`src/rtl/core/bcp_pkg.sv`:
```
// Shared types, character constants and helpers for the bracket command packet parser.
package bcp_pkg;

    // Longest packet kept, counting its closing bracket.
    localparam int MAX_PACKET = 256;
    localparam int LEN_W      = $clog2(MAX_PACKET + 1);

    localparam logic [7:0] CH_LBRACKET = 8'h5B;  // '['
    localparam logic [7:0] CH_RBRACKET = 8'h5D;  // ']'
    localparam logic [7:0] CH_LT       = 8'h3C;  // '<'
    localparam logic [7:0] CH_PLUS     = 8'h2B;  // '+'
    localparam logic [7:0] CH_MINUS    = 8'h2D;  // '-'
    localparam logic [7:0] CH_T        = 8'h54;  // 'T'
    localparam logic [7:0] CH_SPACE    = 8'h20;
    localparam logic [7:0] CH_TAB      = 8'h09;
    localparam logic [7:0] CH_CR       = 8'h0D;
    localparam logic [7:0] CH_ZERO     = 8'h30;
    localparam logic [7:0] CH_NINE     = 8'h39;

    localparam logic [3:0] HEADER_LEN = 4'd8;
    localparam logic [3:0] KEY_LEN    = 4'd6;

    // Index 0 holds the first character; key texts are padded to eight entries.
    localparam logic [0:7][7:0] HEADER_TEXT = "[COMMAND";
    localparam logic [0:7][7:0] SPEED_TEXT  = {"SPEED>", 16'h0000};
    localparam logic [0:7][7:0] STEER_TEXT  = {"STEER>", 16'h0000};

    localparam logic [31:0] MAG_LIMIT = 32'h8000_0000;
    localparam logic [31:0] POS_MAX   = 32'h7FFF_FFFF;

    localparam logic TARGET_SPEED = 1'b0;
    localparam logic TARGET_STEER = 1'b1;

    typedef enum logic [6:0] {
        PH_HEADER    = 7'b000_0001,
        PH_SEEK      = 7'b000_0010,
        PH_KEY       = 7'b000_0100,
        PH_NUM_START = 7'b000_1000,
        PH_NUM_WS    = 7'b001_0000,
        PH_NUM_DIG   = 7'b010_0000,
        PH_SKIP      = 7'b100_0000
    } t_phase;

    typedef struct packed {
        logic               target;
        logic signed [31:0] value;
    } t_cmd;

    typedef struct packed {
        logic emit;
        t_cmd cmd;
    } t_step_res;

    function automatic logic is_space(input logic [7:0] c);
        return (c == CH_SPACE) || ((c >= CH_TAB) && (c <= CH_CR));
    endfunction

    function automatic logic is_digit(input logic [7:0] c);
        return (c >= CH_ZERO) && (c <= CH_NINE);
    endfunction

endpackage

```
`src/rtl/core/bcp_byte_if.sv`:
```
// Valid/ready channel carrying one received byte.
interface bcp_byte_if;
    logic       valid;
    logic       ready;
    logic [7:0] rx_byte;

    modport source (output valid, output rx_byte, input ready);
    modport sink   (input valid, input rx_byte, output ready);
endinterface

```
`src/rtl/core/bcp_cmd_if.sv`:
```
// Valid/ready channel carrying one parsed servo command.
interface bcp_cmd_if;
    logic               valid;
    logic               ready;
    logic               target;
    logic signed [31:0] value;

    modport source (output valid, output target, output value, input ready);
    modport sink   (input valid, input target, input value, output ready);
endinterface

```
`src/rtl/core/bcp_in_stage.sv`:
```
// Input register holding one received byte until the parse step takes it.
module bcp_in_stage import bcp_pkg::*; (
    input  logic       i_clk,
    input  logic       i_rst_n,
    input  logic       i_valid,
    input  logic [7:0] i_byte,
    output logic       o_ready,
    input  logic       i_space,
    output logic       o_fire,
    output logic [7:0] o_byte
);

    logic       r_valid;
    logic [7:0] r_byte;

    assign o_fire  = r_valid && i_space;
    assign o_ready = !r_valid || i_space;
    assign o_byte  = r_byte;

    always_ff @(posedge i_clk) begin
        if (!i_rst_n) begin
            r_valid <= 1'b0;
        end else if (o_ready) begin
            r_valid <= i_valid;
        end
    end

    always_ff @(posedge i_clk) begin
        if (i_valid && o_ready) begin
            r_byte <= i_byte;
        end
    end

endmodule

```
`src/rtl/core/bcp_step.sv`:
```
// Packet state and the per-byte parse step that yields at most one command.
module bcp_step import bcp_pkg::*; (
    input  logic       i_clk,
    input  logic       i_rst_n,
    input  logic       i_fire,
    input  logic [7:0] i_byte,
    output t_step_res  o_res
);

    t_phase           r_phase, n_phase;
    logic [3:0]       r_pos, n_pos;
    logic [LEN_W-1:0] r_len, n_len;
    logic             r_bad, n_bad;
    logic             r_steer, n_steer;
    logic             r_neg, n_neg;
    logic [31:0]      r_acc, n_acc;
    logic             r_done, n_done;

    logic [35:0]      w_sum;
    logic [31:0]      w_sat;
    logic             w_bad;
    logic             w_steer_sel;
    logic [7:0]       w_key_char;

    // acc * 10 + digit as two shifts and an add; saturate the magnitude at 2^31.
    assign w_sum = ({4'b0, r_acc} << 3) + ({4'b0, r_acc} << 1) + {32'b0, i_byte[3:0]};
    assign w_sat = (w_sum > {4'b0, MAG_LIMIT}) ? MAG_LIMIT : w_sum[31:0];

    // The second key character picks the key text.
    assign w_steer_sel = (r_pos == 4'd1) ? (i_byte == CH_T) : r_steer;
    assign w_key_char  = w_steer_sel ? STEER_TEXT[r_pos[2:0]] : SPEED_TEXT[r_pos[2:0]];

    always_comb begin
        n_phase = r_phase;
        n_pos   = r_pos;
        n_len   = r_len;
        n_bad   = r_bad;
        n_steer = r_steer;
        n_neg   = r_neg;
        n_acc   = r_acc;
        n_done  = r_done;
        w_bad   = r_bad;
        o_res   = '0;

        if (i_byte == CH_LBRACKET && r_len != '0) begin
            // Restart the packet with this bracket already matched.
            n_phase = PH_HEADER;
            n_pos   = 4'd1;
            n_len   = LEN_W'(1);
            n_bad   = 1'b0;
            n_steer = 1'b0;
            n_neg   = 1'b0;
            n_acc   = '0;
            n_done  = 1'b0;
        end else begin
            if (r_len >= LEN_W'(MAX_PACKET)) begin
                w_bad = 1'b1;
            end else begin
                n_len = r_len + LEN_W'(1);
            end
            n_bad = w_bad;

            if (i_byte == CH_RBRACKET) begin
                if (!w_bad && (r_phase == PH_NUM_WS || r_phase == PH_NUM_DIG)) begin
                    o_res.emit       = 1'b1;
                    o_res.cmd.target = r_steer ? TARGET_STEER : TARGET_SPEED;
                    if (r_neg) begin
                        o_res.cmd.value = 32'd0 - r_acc;
                    end else begin
                        o_res.cmd.value = r_acc[31] ? POS_MAX : r_acc;
                    end
                end
                n_phase = PH_HEADER;
                n_pos   = '0;
                n_len   = '0;
                n_bad   = 1'b0;
                n_steer = 1'b0;
                n_neg   = 1'b0;
                n_acc   = '0;
                n_done  = 1'b0;
            end else begin
                case (r_phase)
                    PH_HEADER: begin
                        if (r_pos < HEADER_LEN && i_byte == HEADER_TEXT[r_pos[2:0]]) begin
                            if (r_pos == HEADER_LEN - 4'd1) begin
                                n_phase = PH_SEEK;
                                n_pos   = '0;
                            end else begin
                                n_pos = r_pos + 4'd1;
                            end
                        end else begin
                            n_phase = PH_SKIP;
                        end
                    end
                    PH_SEEK: begin
                        if (i_byte == CH_LT) begin
                            n_phase = PH_KEY;
                            n_pos   = '0;
                        end
                    end
                    PH_KEY: begin
                        if (r_pos == 4'd1) begin
                            n_steer = w_steer_sel;
                        end
                        if (r_pos < KEY_LEN && i_byte == w_key_char) begin
                            n_pos = r_pos + 4'd1;
                            if (r_pos == KEY_LEN - 4'd1) begin
                                n_phase = PH_NUM_START;
                            end
                        end else begin
                            n_phase = PH_SKIP;
                        end
                    end
                    PH_NUM_START, PH_NUM_WS: begin
                        n_phase = PH_NUM_WS;
                        if (!is_space(i_byte)) begin
                            n_phase = PH_NUM_DIG;
                            if (i_byte == CH_PLUS || i_byte == CH_MINUS) begin
                                n_neg = (i_byte == CH_MINUS);
                            end else if (is_digit(i_byte)) begin
                                n_acc = w_sat;
                            end else begin
                                n_done = 1'b1;
                            end
                        end
                    end
                    PH_NUM_DIG: begin
                        if (!r_done && is_digit(i_byte)) begin
                            n_acc = w_sat;
                        end else begin
                            n_done = 1'b1;
                        end
                    end
                    default: begin
                        n_phase = PH_SKIP;
                    end
                endcase
            end
        end
    end

    always_ff @(posedge i_clk) begin
        if (!i_rst_n) begin
            r_phase <= PH_HEADER;
            r_pos   <= '0;
            r_len   <= '0;
            r_bad   <= 1'b0;
            r_steer <= 1'b0;
            r_neg   <= 1'b0;
            r_acc   <= '0;
            r_done  <= 1'b0;
        end else if (i_fire) begin
            r_phase <= n_phase;
            r_pos   <= n_pos;
            r_len   <= n_len;
            r_bad   <= n_bad;
            r_steer <= n_steer;
            r_neg   <= n_neg;
            r_acc   <= n_acc;
            r_done  <= n_done;
        end
    end

    a_close_clears_len: assert property (@(posedge i_clk) disable iff (!i_rst_n)
        i_fire && i_byte == CH_RBRACKET |=> r_len == '0)
        else $error("closing bracket did not clear packet length");

    a_restart_header: assert property (@(posedge i_clk) disable iff (!i_rst_n)
        i_fire && i_byte == CH_LBRACKET && r_len != '0 |=> r_phase == PH_HEADER && r_pos == 4'd1)
        else $error("bracket restart did not reload header match");

    a_len_bounded: assert property (@(posedge i_clk) disable iff (!i_rst_n)
        r_len <= LEN_W'(MAX_PACKET))
        else $error("packet length beyond limit");

    a_acc_bounded: assert property (@(posedge i_clk) disable iff (!i_rst_n)
        r_acc <= MAG_LIMIT)
        else $error("magnitude beyond saturation limit");

    a_neg_result: assert property (@(posedge i_clk) disable iff (!i_rst_n)
        i_fire && o_res.emit && r_neg |-> o_res.cmd.value <= 0)
        else $error("negative command with positive value");

endmodule

```
`src/rtl/core/bcp_out_stage.sv`:
```
// Result register holding one command until the receiver takes it.
module bcp_out_stage import bcp_pkg::*; (
    input  logic      i_clk,
    input  logic      i_rst_n,
    input  logic      i_fire,
    input  t_step_res i_res,
    output logic      o_space,
    output logic      o_valid,
    input  logic      i_ready,
    output t_cmd      o_cmd
);

    logic r_valid;
    t_cmd r_cmd;

    assign o_space = !r_valid || i_ready;
    assign o_valid = r_valid;
    assign o_cmd   = r_cmd;

    always_ff @(posedge i_clk) begin
        if (!i_rst_n) begin
            r_valid <= 1'b0;
        end else if (o_space) begin
            r_valid <= i_fire && i_res.emit;
        end
    end

    always_ff @(posedge i_clk) begin
        if (o_space && i_fire && i_res.emit) begin
            r_cmd <= i_res.cmd;
        end
    end

endmodule

```
`src/rtl/core/bracket_command_packet_parser.sv`:
```
// Top level of the bracket command packet parser.
//
// Usage: received bytes enter on i_rx, one request per byte. A packet of the
// form "[COMMAND ... <SPEED>n]" or "[COMMAND ... <STEER>n]" yields one request
// on o_cmd: target 0 for the speed servo, 1 for steering, and the signed
// decimal value saturated to 32 bits. Any other packet is dropped silently.
// A '[' inside a packet restarts it; packets over 256 bytes are dropped.
// Path: a byte passes the input register, then the parse step into the result
// register, where its command waits on o_cmd until taken.
// Throughput: one byte per cycle unless a command waits on o_cmd with ready
// low, set by the combinational parse step between the two registers.
// Reset clears the parse state and empties both registers.
// While a command waits on o_cmd with ready low, the parse step holds: the next
// byte waits in the input register, and i_rx.ready drops once that register is
// full.
module bracket_command_packet_parser import bcp_pkg::*; (
    input  logic      i_clk,
    input  logic      i_rst_n,
    bcp_byte_if.sink  i_rx,
    bcp_cmd_if.source o_cmd
);

    logic       w_space;
    logic       w_fire;
    logic [7:0] w_byte;
    t_step_res  w_res;
    t_cmd       w_cmd;

    bcp_in_stage u_in (
        .i_clk   (i_clk),
        .i_rst_n (i_rst_n),
        .i_valid (i_rx.valid),
        .i_byte  (i_rx.rx_byte),
        .o_ready (i_rx.ready),
        .i_space (w_space),
        .o_fire  (w_fire),
        .o_byte  (w_byte)
    );

    bcp_step u_step (
        .i_clk   (i_clk),
        .i_rst_n (i_rst_n),
        .i_fire  (w_fire),
        .i_byte  (w_byte),
        .o_res   (w_res)
    );

    bcp_out_stage u_out (
        .i_clk   (i_clk),
        .i_rst_n (i_rst_n),
        .i_fire  (w_fire),
        .i_res   (w_res),
        .o_space (w_space),
        .o_valid (o_cmd.valid),
        .i_ready (o_cmd.ready),
        .o_cmd   (w_cmd)
    );

    assign o_cmd.target = w_cmd.target;
    assign o_cmd.value  = w_cmd.value;

endmodule
```
`src/flat_wrapper.sv`:
```
// flat-port wrapper written by rule: the top's interface ports become plain ports
module bracket_command_packet_parser_flat import bcp_pkg::*;
  (i_clk, i_rst_n, i_rx_valid, i_rx_rx_byte, i_rx_ready, o_cmd_valid, o_cmd_target, o_cmd_value, o_cmd_ready);
  bcp_byte_if i_rx_i ();
  bcp_cmd_if o_cmd_i ();
  input  logic i_clk;
  input  logic i_rst_n;
  input wire logic [$bits(i_rx_i.valid)-1:0] i_rx_valid;
  input wire logic [$bits(i_rx_i.rx_byte)-1:0] i_rx_rx_byte;
  output wire logic [$bits(i_rx_i.ready)-1:0] i_rx_ready;
  output wire logic [$bits(o_cmd_i.valid)-1:0] o_cmd_valid;
  output wire logic [$bits(o_cmd_i.target)-1:0] o_cmd_target;
  output wire logic [$bits(o_cmd_i.value)-1:0] o_cmd_value;
  input wire logic [$bits(o_cmd_i.ready)-1:0] o_cmd_ready;
  assign i_rx_i.valid = i_rx_valid;
  assign i_rx_i.rx_byte = i_rx_rx_byte;
  assign i_rx_ready = i_rx_i.ready;
  assign o_cmd_valid = o_cmd_i.valid;
  assign o_cmd_target = o_cmd_i.target;
  assign o_cmd_value = o_cmd_i.value;
  assign o_cmd_i.ready = o_cmd_ready;
  bracket_command_packet_parser u_core (.i_clk(i_clk), .i_rst_n(i_rst_n), .i_rx(i_rx_i), .o_cmd(o_cmd_i));
endmodule
```
`config.mk`:
```
export PLATFORM = sky130hd
export DESIGN_NAME = bracket_command_packet_parser_flat
export DESIGN_NICKNAME = d
export VERILOG_FILES = /design/src/rtl/core/bcp_pkg.sv /design/src/rtl/core/bcp_byte_if.sv /design/src/rtl/core/bcp_cmd_if.sv /design/src/rtl/core/bcp_in_stage.sv /design/src/rtl/core/bcp_step.sv /design/src/rtl/core/bcp_out_stage.sv /design/src/rtl/core/bracket_command_packet_parser.sv /design/src/flat_wrapper.sv
export SDC_FILE = /design/constraint.sdc
export NUM_CORES = 1
export LEC_CHECK = 0
export BUFFER_PORTS_ARGS = -buffer_cell sky130_fd_sc_hd__buf_2
export CAP_MARGIN = 0
export CORE_AREA = 2 2 122 124
export CTS_BUF_LIST = sky130_fd_sc_hd__clkbuf_4 sky130_fd_sc_hd__clkbuf_8
export DETAILED_ROUTE_END_ITERATION = 10
export DIE_AREA = 0 0 124 126
export GPL_ROUTABILITY_DRIVEN = 0
export PLACE_DENSITY = 0.72
export SLEW_MARGIN = 10
export SYNTH_ARGS = -nofsm -noshare
export SYNTH_HDL_FRONTEND = slang
export SYNTH_SLANG_ARGS = --single-unit
```
`constraint.sdc`:
```
create_clock -name i_clk -period 8.1 [get_ports i_clk]
set_input_delay 0.81 -clock i_clk [delete_from_list [all_inputs] [get_ports i_clk]]
set_output_delay 0.81 -clock i_clk [all_outputs]
set_load 0.05 [all_outputs]
```
* Word level (Yosys, flattened, before mapping)
Memories as Yosys holds them, arrays and structs flattened.
Index checks and enable logic that the tools add are counted.
** Storage, ports and cells
- Register bits :: 99
- ROM bits :: 192
- Output and inout bits :: 35
- Logic and storage cells :: 163
- Memories kept :: 3
** Operators by class
- $add $sub $neg :: 5
- Order comparisons :: 9
- Equal/unequal tests :: 32
- Mux-type cells :: 61
- Bitwise logic cells :: 3
- Reductions and logical operators :: 37
** Memories
- (name not given) :: depth 8, width 8, read ports 1, clocked after memory_dff 0, wr ports 0, line bcp_step.sv:84 : if (r_pos < HEADER_LEN && i_byte == HEADER_TEXT[r_pos[2:0]]) begin
- (name not given) :: depth 8, width 8, read ports 1, clocked after memory_dff 0, wr ports 0, line bcp_step.sv:31 : assign w_key_char = w_steer_sel ? STEER_TEXT[r_pos[2:0]] : SPEED_TEXT[r_pos[2:0]];
- (name not given) :: depth 8, width 8, read ports 1, clocked after memory_dff 0, wr ports 0, line bcp_step.sv:31
** Operators by type and width (number)
- two-way mux 32 bit :: 8
- two-way mux 34 bit :: 3
- one-hot mux 32 bit (2 select lines) :: 1
- two-way mux 8 bit :: 7
- two-way mux 7 bit :: 7
- adder 35 x 33 -> 36 bit :: 1
- adder 36 x 4 -> 36 bit :: 1
- > comparator 36 x 32 -> 1 bit (second input constant) :: 1
- one-hot mux 7 bit (5 select lines) :: 1
- equality test 8 x 6 -> 1 bit (second input constant) :: 4
- inequality test 4 bit (second input constant) :: 8
- subtractor 1 x 32 -> 32 bit (first input constant) :: 1
- two-way mux 31 bit :: 1
- two-way mux 9 bit :: 3
- equality test 8 x 7 -> 1 bit (second input constant) :: 3
- two-way mux 4 bit :: 6
- two-way mux 1 bit :: 21
- equality test 8 bit :: 2
- logical AND 1 bit :: 12
- one-hot mux 4 bit (3 select lines) :: 1
- AND reduction 6 bit :: 2
- nonzero test 3 bit :: 4
- inequality test 5 bit (second input constant) :: 2
- AND reduction 5 bit :: 2
- other kinds (35) :: 45

* Depth between registers and ports, before layout
- Depth in word-level cells :: 11
- Mapped depth :: 16
- Depth with buffers taken out :: 13

* By module
From an unflattened synthesis, not the netlist that was laid out.
** Second synthesis, totals
- Cell total of the unflattened synthesis :: 900
- Area, all modules :: 7578.5 sq um
** By module, submodules not included
- bcp_step :: times used 1, cells an instance 848, area an instance 6217.2 sq um, seq. area each 1121.1 sq um
- bcp_out_stage :: times used 1, cells an instance 38, area an instance 1056.0 sq um, seq. area each 1011.0 sq um
- bcp_in_stage :: times used 1, cells an instance 14, area an instance 305.3 sq um, seq. area each 260.2 sq um

* Least setup slack after synthesis
OpenSTA, ideal clock, no wires.
- Path kind :: register to register
- Start :: reg u_core.u_in.r_byte[3], in the netlist u_core.u_in.o_byte[3]
- End :: reg u_core.u_step.r_acc[10]
- Setup time :: 0.074 ns
- Data arrival time :: 3.615 ns
- Required time :: 8.026 ns
- Setup slack :: 4.410 ns
- Cell stages (with the launch flop) :: 16
- Buffers on the path :: 2
- Period minus slack after synthesis :: 3.690 ns
- Cell sequence :: edfxtp_1 > buf_2 > inv_1 > fa_1 > inv_1 > ha_1 > a211oi_1 > o21ai_0 > nand3_1 > o211ai_1 > a21o_1 > a311oi_1 > xor2_1 > clkbuf_1 > nand3_1 > o21ai_0
** Between the ends
- Longest elaborated chain between the ends :: 9
- Elaborated cells between the ends (all ways) :: 31
** RTL lines
- from (decl) :: line bcp_in_stage.sv:14 : logic [7:0] r_byte;
- from (signal assigned) :: line bcp_in_stage.sv:30 : r_byte <= i_byte;
- adder 36 x 4 -> 36 bit :: line bcp_step.sv:26 : assign w_sum = ({4'b0, r_acc} << 3) + ({4'b0, r_acc} << 1) + {32'b0, i_byte[3:0]};
- > comparator 36 x 32 -> 1 bit :: line bcp_step.sv:27 : assign w_sat = (w_sum > {4'b0, MAG_LIMIT}) ? MAG_LIMIT : w_sum[31:0];
- two-way mux 32 bit :: line bcp_step.sv:27
- two-way mux 32 bit :: line bcp_step.sv:120 : end else if (is_digit(i_byte)) begin
- two-way mux 32 bit :: line bcp_step.sv:118 : if (i_byte == CH_PLUS || i_byte == CH_MINUS) begin
- two-way mux 32 bit :: line bcp_step.sv:116 : if (!is_space(i_byte)) begin
- one-hot mux 32 bit (2 select lines) :: line bcp_step.sv:82 : case (r_phase)
- two-way mux 32 bit :: line bcp_step.sv:63 : if (i_byte == CH_RBRACKET) begin
- two-way mux 32 bit :: line bcp_step.sv:45 : if (i_byte == CH_LBRACKET && r_len != '0) begin
- to (signal assigned) :: line bcp_step.sv:159 : r_acc <= n_acc;
- to (decl) :: line bcp_step.sv:16 : logic [31:0] r_acc, n_acc;
Several ways; a longest one is shown, not always the timed one. The select of a mux whose other input is x is not followed.
A chain may end at the register's enable or synchronous reset.

* Worst setup path after layout
- Start :: reg u_core.u_in.r_byte[3], in the netlist u_core.u_in.o_byte[3]
- End :: reg u_core.u_step.r_acc[20]
The elaborated chain is that of the path after synthesis.

==> metrics.md <==
| Metric | Value |
|---|---|
| Antenna cell count | 0 |
| Largest cells by area after synthesis | edfxtp_1 16%, dfxtp_1 15%, ha_1 12% |
| Post-layout minimum cycle time | 4.50 ns |
| Antenna violations before repair | 0 |
| Synth Area per Inst | 8.15 sq um |
| WP data arrival | 4.77 ns |
| Post-Synthesis Cells | 941 |
| Synth Register Bits | 99 |
| WHS | 0.480 ns |
| Worst reg2reg path startpoint | u_core.u_in.o_byte[3] |
| IO buf count | 46 |
| First-pass GRT wire length | 30.8 mm |
| Hpwl dp | 13.6 mm |
| Reg-to-reg endpoint | u_core.u_step.r_acc[20] |
| Starting Density | 0.536 |
| Syn_nets | 1030 |
| Clock Skews | 0.0148 ns |
| Critical path's largest stage delay | 0.67 ns |
| Post-CTS setup buffer count | 0 |
| Max Fclk | 222 MHz |
| Max-slew violation count | 0 |
| PwrDens | 110 mW/mm^2 |
| Core Rows | 44 |
| Core ar. | 0.0143 sq mm |
| Area share of the largest cell type after synthesis | 0.161 |
| Vias in the first global route | 6385 |
| Leakage | 0.00317 uW |
| Critical path buffers and inverters | 2 |
| Post-synth top area cell | edfxtp_1 |
| DR iter-0 viols | 478 |
| Most frequent CP cell | inv_1 |
| YS warnings | 0 |
| Vias | 6885 |
| Longest Clk Path Bufs | 2 |
| Root buffer cell | clkbuf_8 |
| Wire per inst | 15.9 um |
| Die Footprint | 0.0156 sq mm |
| Htree depth | 3 |
| Top_reg_cell synth | dfxtp_1 |
| CP endpoint kind | register |
| CTS resizes | 0 |
| Max-Cap Viols | 0 |
| Netlist Area Pre-Place | 0.00767 sq mm |
| Worst path required time | 8.37 ns |
| Crit path max-delay cell type | nand2_1 |
| Top delay family on crit path | compound AO/OA/AOI/OAI gates |
| Final Hold Viols | 0 |
| Die W | 124 um |
| Final #Nets | 1047 |
| Pre-antenna DRT Iters | 5 |
| Post-Route WL | 18.3 mm |
| Fin crit share | 0.556 |
| Critical setup path kind | register to register |
| Slew @ Worst Pin | 1.20 ns |
| Total power | 900 uW |
| DIE HEIGHT | 126 um |
| Crit-path cells | inv_1 > fa_1 > inv_1 > ha_1 > a211oi_1 > o21ai_0 > nand3_1 > o211ai_1 > a21oi_1 > o22ai_1 > a2111oi_2 > nand2_1 > o31ai_1 |
| Post-DR vias/cell | 6.00 |
| Worst Path Max Fanout | 29 |
| HP Start | u_core.u_step.r_done |
| Setup crit start kind | register |
| EDFF count, synth | 41 |
| Total GRT Usage | 0.244 |
| Hold Path Cell Cnt | 2 |
| Post-synthesis async set-or-reset flop share | 0 |
| CTS Hold Buffers Added | 0 |
| R2r setup slk | 3.60 ns |
| Grt ovf | 0 |
| Worst-case hold path end point | u_core.u_step.r_done |
| Drc violations | 0 |
| Skew-Pair Late Insertion Delay | 0.38 ns |
| Pin count of the biggest net entering global routing | 54 |
| Status | complete, no violations |
| CTS tree | done |
| Final setup vio count | 0 |
| Total negative slack | 0 ns |
| Num Clock Sinks | 99 |
| Final Util | 0.570 |
| Clock buffer count from CTS | 9 |
| Rel. slew slack | 0.203 |
| # IOs | 47 |
| RSZ-0062 raised after global routing | no |
| FF-to-FF path depth | 13 |
| Yosys cell types | 70 |
| ANT nets after route | 0 |
| Share of post-route cells with drive strength above 1 | 0.0893 |
| Worst hold path type | register to register |
| Sequential-to-total area share from yosys stat | 0.312 |
| Clock-pin slew on the worst setup and hold paths | 0.10 ns |
| Max VDD drop | 71.8 uV |
| P&R area growth vs syn | 6.30% |
==> per-stage QoR <==
step	setup slack, ns	cells	area, sq um
6_report	3.60	1147	8150
5_1_grt	3.24	1147	8150
4_1_cts	3.64	1147	8150
3_5_place_dp	3.70	1131	7970
3_3_place_gp	3.76	1131	7970
2_1_floorplan	4.41	941	7670
==> cells by family (layout without fill, tap and decap cells) <==
logic type                 count (synthesis)  in the layout  share of synthesized area
AOI/OAI and AO/OA                        268            268                      0.215
adders and majority gates                 77             77                      0.128
DFF                                       99             99                      0.312
and+or+nand+nor                          368            368                      0.236
xor gates and xnor gates                  52             52                     0.0594
buffers and inverters                     69             91                     0.0401
muxes                                      8              8                     0.0104
==> Yosys cell counts (all sizes together), types with 9 or more instances <==
library cell and count:
a311oi 10, xor2 30, xnor2 22, nor2b 12, or3 13, nand3 45
and3 9, o31ai 9, a211oi 16, clkbuf 37, ha 75, nand4 16
nand2b 17, inv 22, a21oi 77, dfxtp 58, nor4 11, o21ai 85
nor2 73, a21boi 11, nor3 21, a21o 9, nand2 117, edfxtp 41
==> registers in the layout, summed over array words and instances (netlist names) <==
signal / flops
u_core.u_step.r_phase: 7
u_core.u_step.r_done: 1
u_core.u_step.r_bad: 1
u_core.u_in.o_byte: 8
u_core.u_out.o_cmd: 33
u_core.u_step.r_len: 9
u_core.u_step.r_acc: 32
u_core.u_step.r_neg: 1
u_core.u_out.o_valid: 1
u_core.u_in.r_valid: 1
u_core.u_step.r_pos: 4
u_core.u_step.r_steer: 1
==> tightest hold or removal path, stage by stage, from the launching register on <==
cell and delay (ns):
dfxtp_1 0.34, a21oi_1 0.05, nor2_1 0.07
==> power by group <==
group / internal [uW] / switching [uW]
clock network: 129 / 177
registers: 522 / 13.8
logic: 22.8 / 35.3
==> worst max-delay path by stage <==
stage / cells after the start / endpoint / start / slack, ns
2_1_floorplan: 15 / u_core.u_step.r_acc[10] / u_core.u_in.o_byte[3] / 4.41
3_3_place_gp: 12 / u_core.u_step.r_acc[27] / u_core.u_in.o_byte[3] / 3.76
3_5_place_dp: 12 / u_core.u_step.r_acc[27] / u_core.u_in.o_byte[3] / 3.70
4_1_cts: 12 / u_core.u_step.r_acc[19] / u_core.u_in.o_byte[3] / 3.64
5_1_grt: 12 / u_core.u_step.r_acc[27] / u_core.u_in.o_byte[3] / 3.24
6_report: 13 / u_core.u_step.r_acc[20] / u_core.u_in.o_byte[3] / 3.60
==> metal layers <==
metal	vias to the layer above	routed length (um)	global-route usage
met5	-	0	0
met4	0	444	0.0872
met3	35	853	0.0276
met2	184	8530	0.396
met1	3173	8440	0.334
li1	3493	-	-
==> cells in the final DEF, fill, tap and decap left out, types with 9 or more instances in the layout <==
cell type	n
nor4_1	11
xnor2_1	22
edfxtp_1	41
a21boi_0	11
nand4_1	16
o21ai_0	84
nand2_1	117
nor2_1	72
a311oi_1	9
a21o_1	9
ha_1	75
dfxtp_1	58
nand2b_1	17
o31ai_1	9
nor3_1	21
xor2_1	29
clkbuf_8	11
or3_1	13
inv_1	22
nor2b_1	12
a211oi_1	16
nand3_1	45
a21oi_1	77
buf_2	46
==> cell type report <==
class / count / area [sq um]
fillers: 1354 / 6160
multi-input cells: 773 / 4980
flip-flops and latches: 99 / 2390
repair buffers: 51 / 268
well taps: 184 / 230
clock buffers: 11 / 151
inverters: 24 / 90.1
clock inverters: 5 / 36.3
Note: power is estimated with default switching activity, not from simulation.
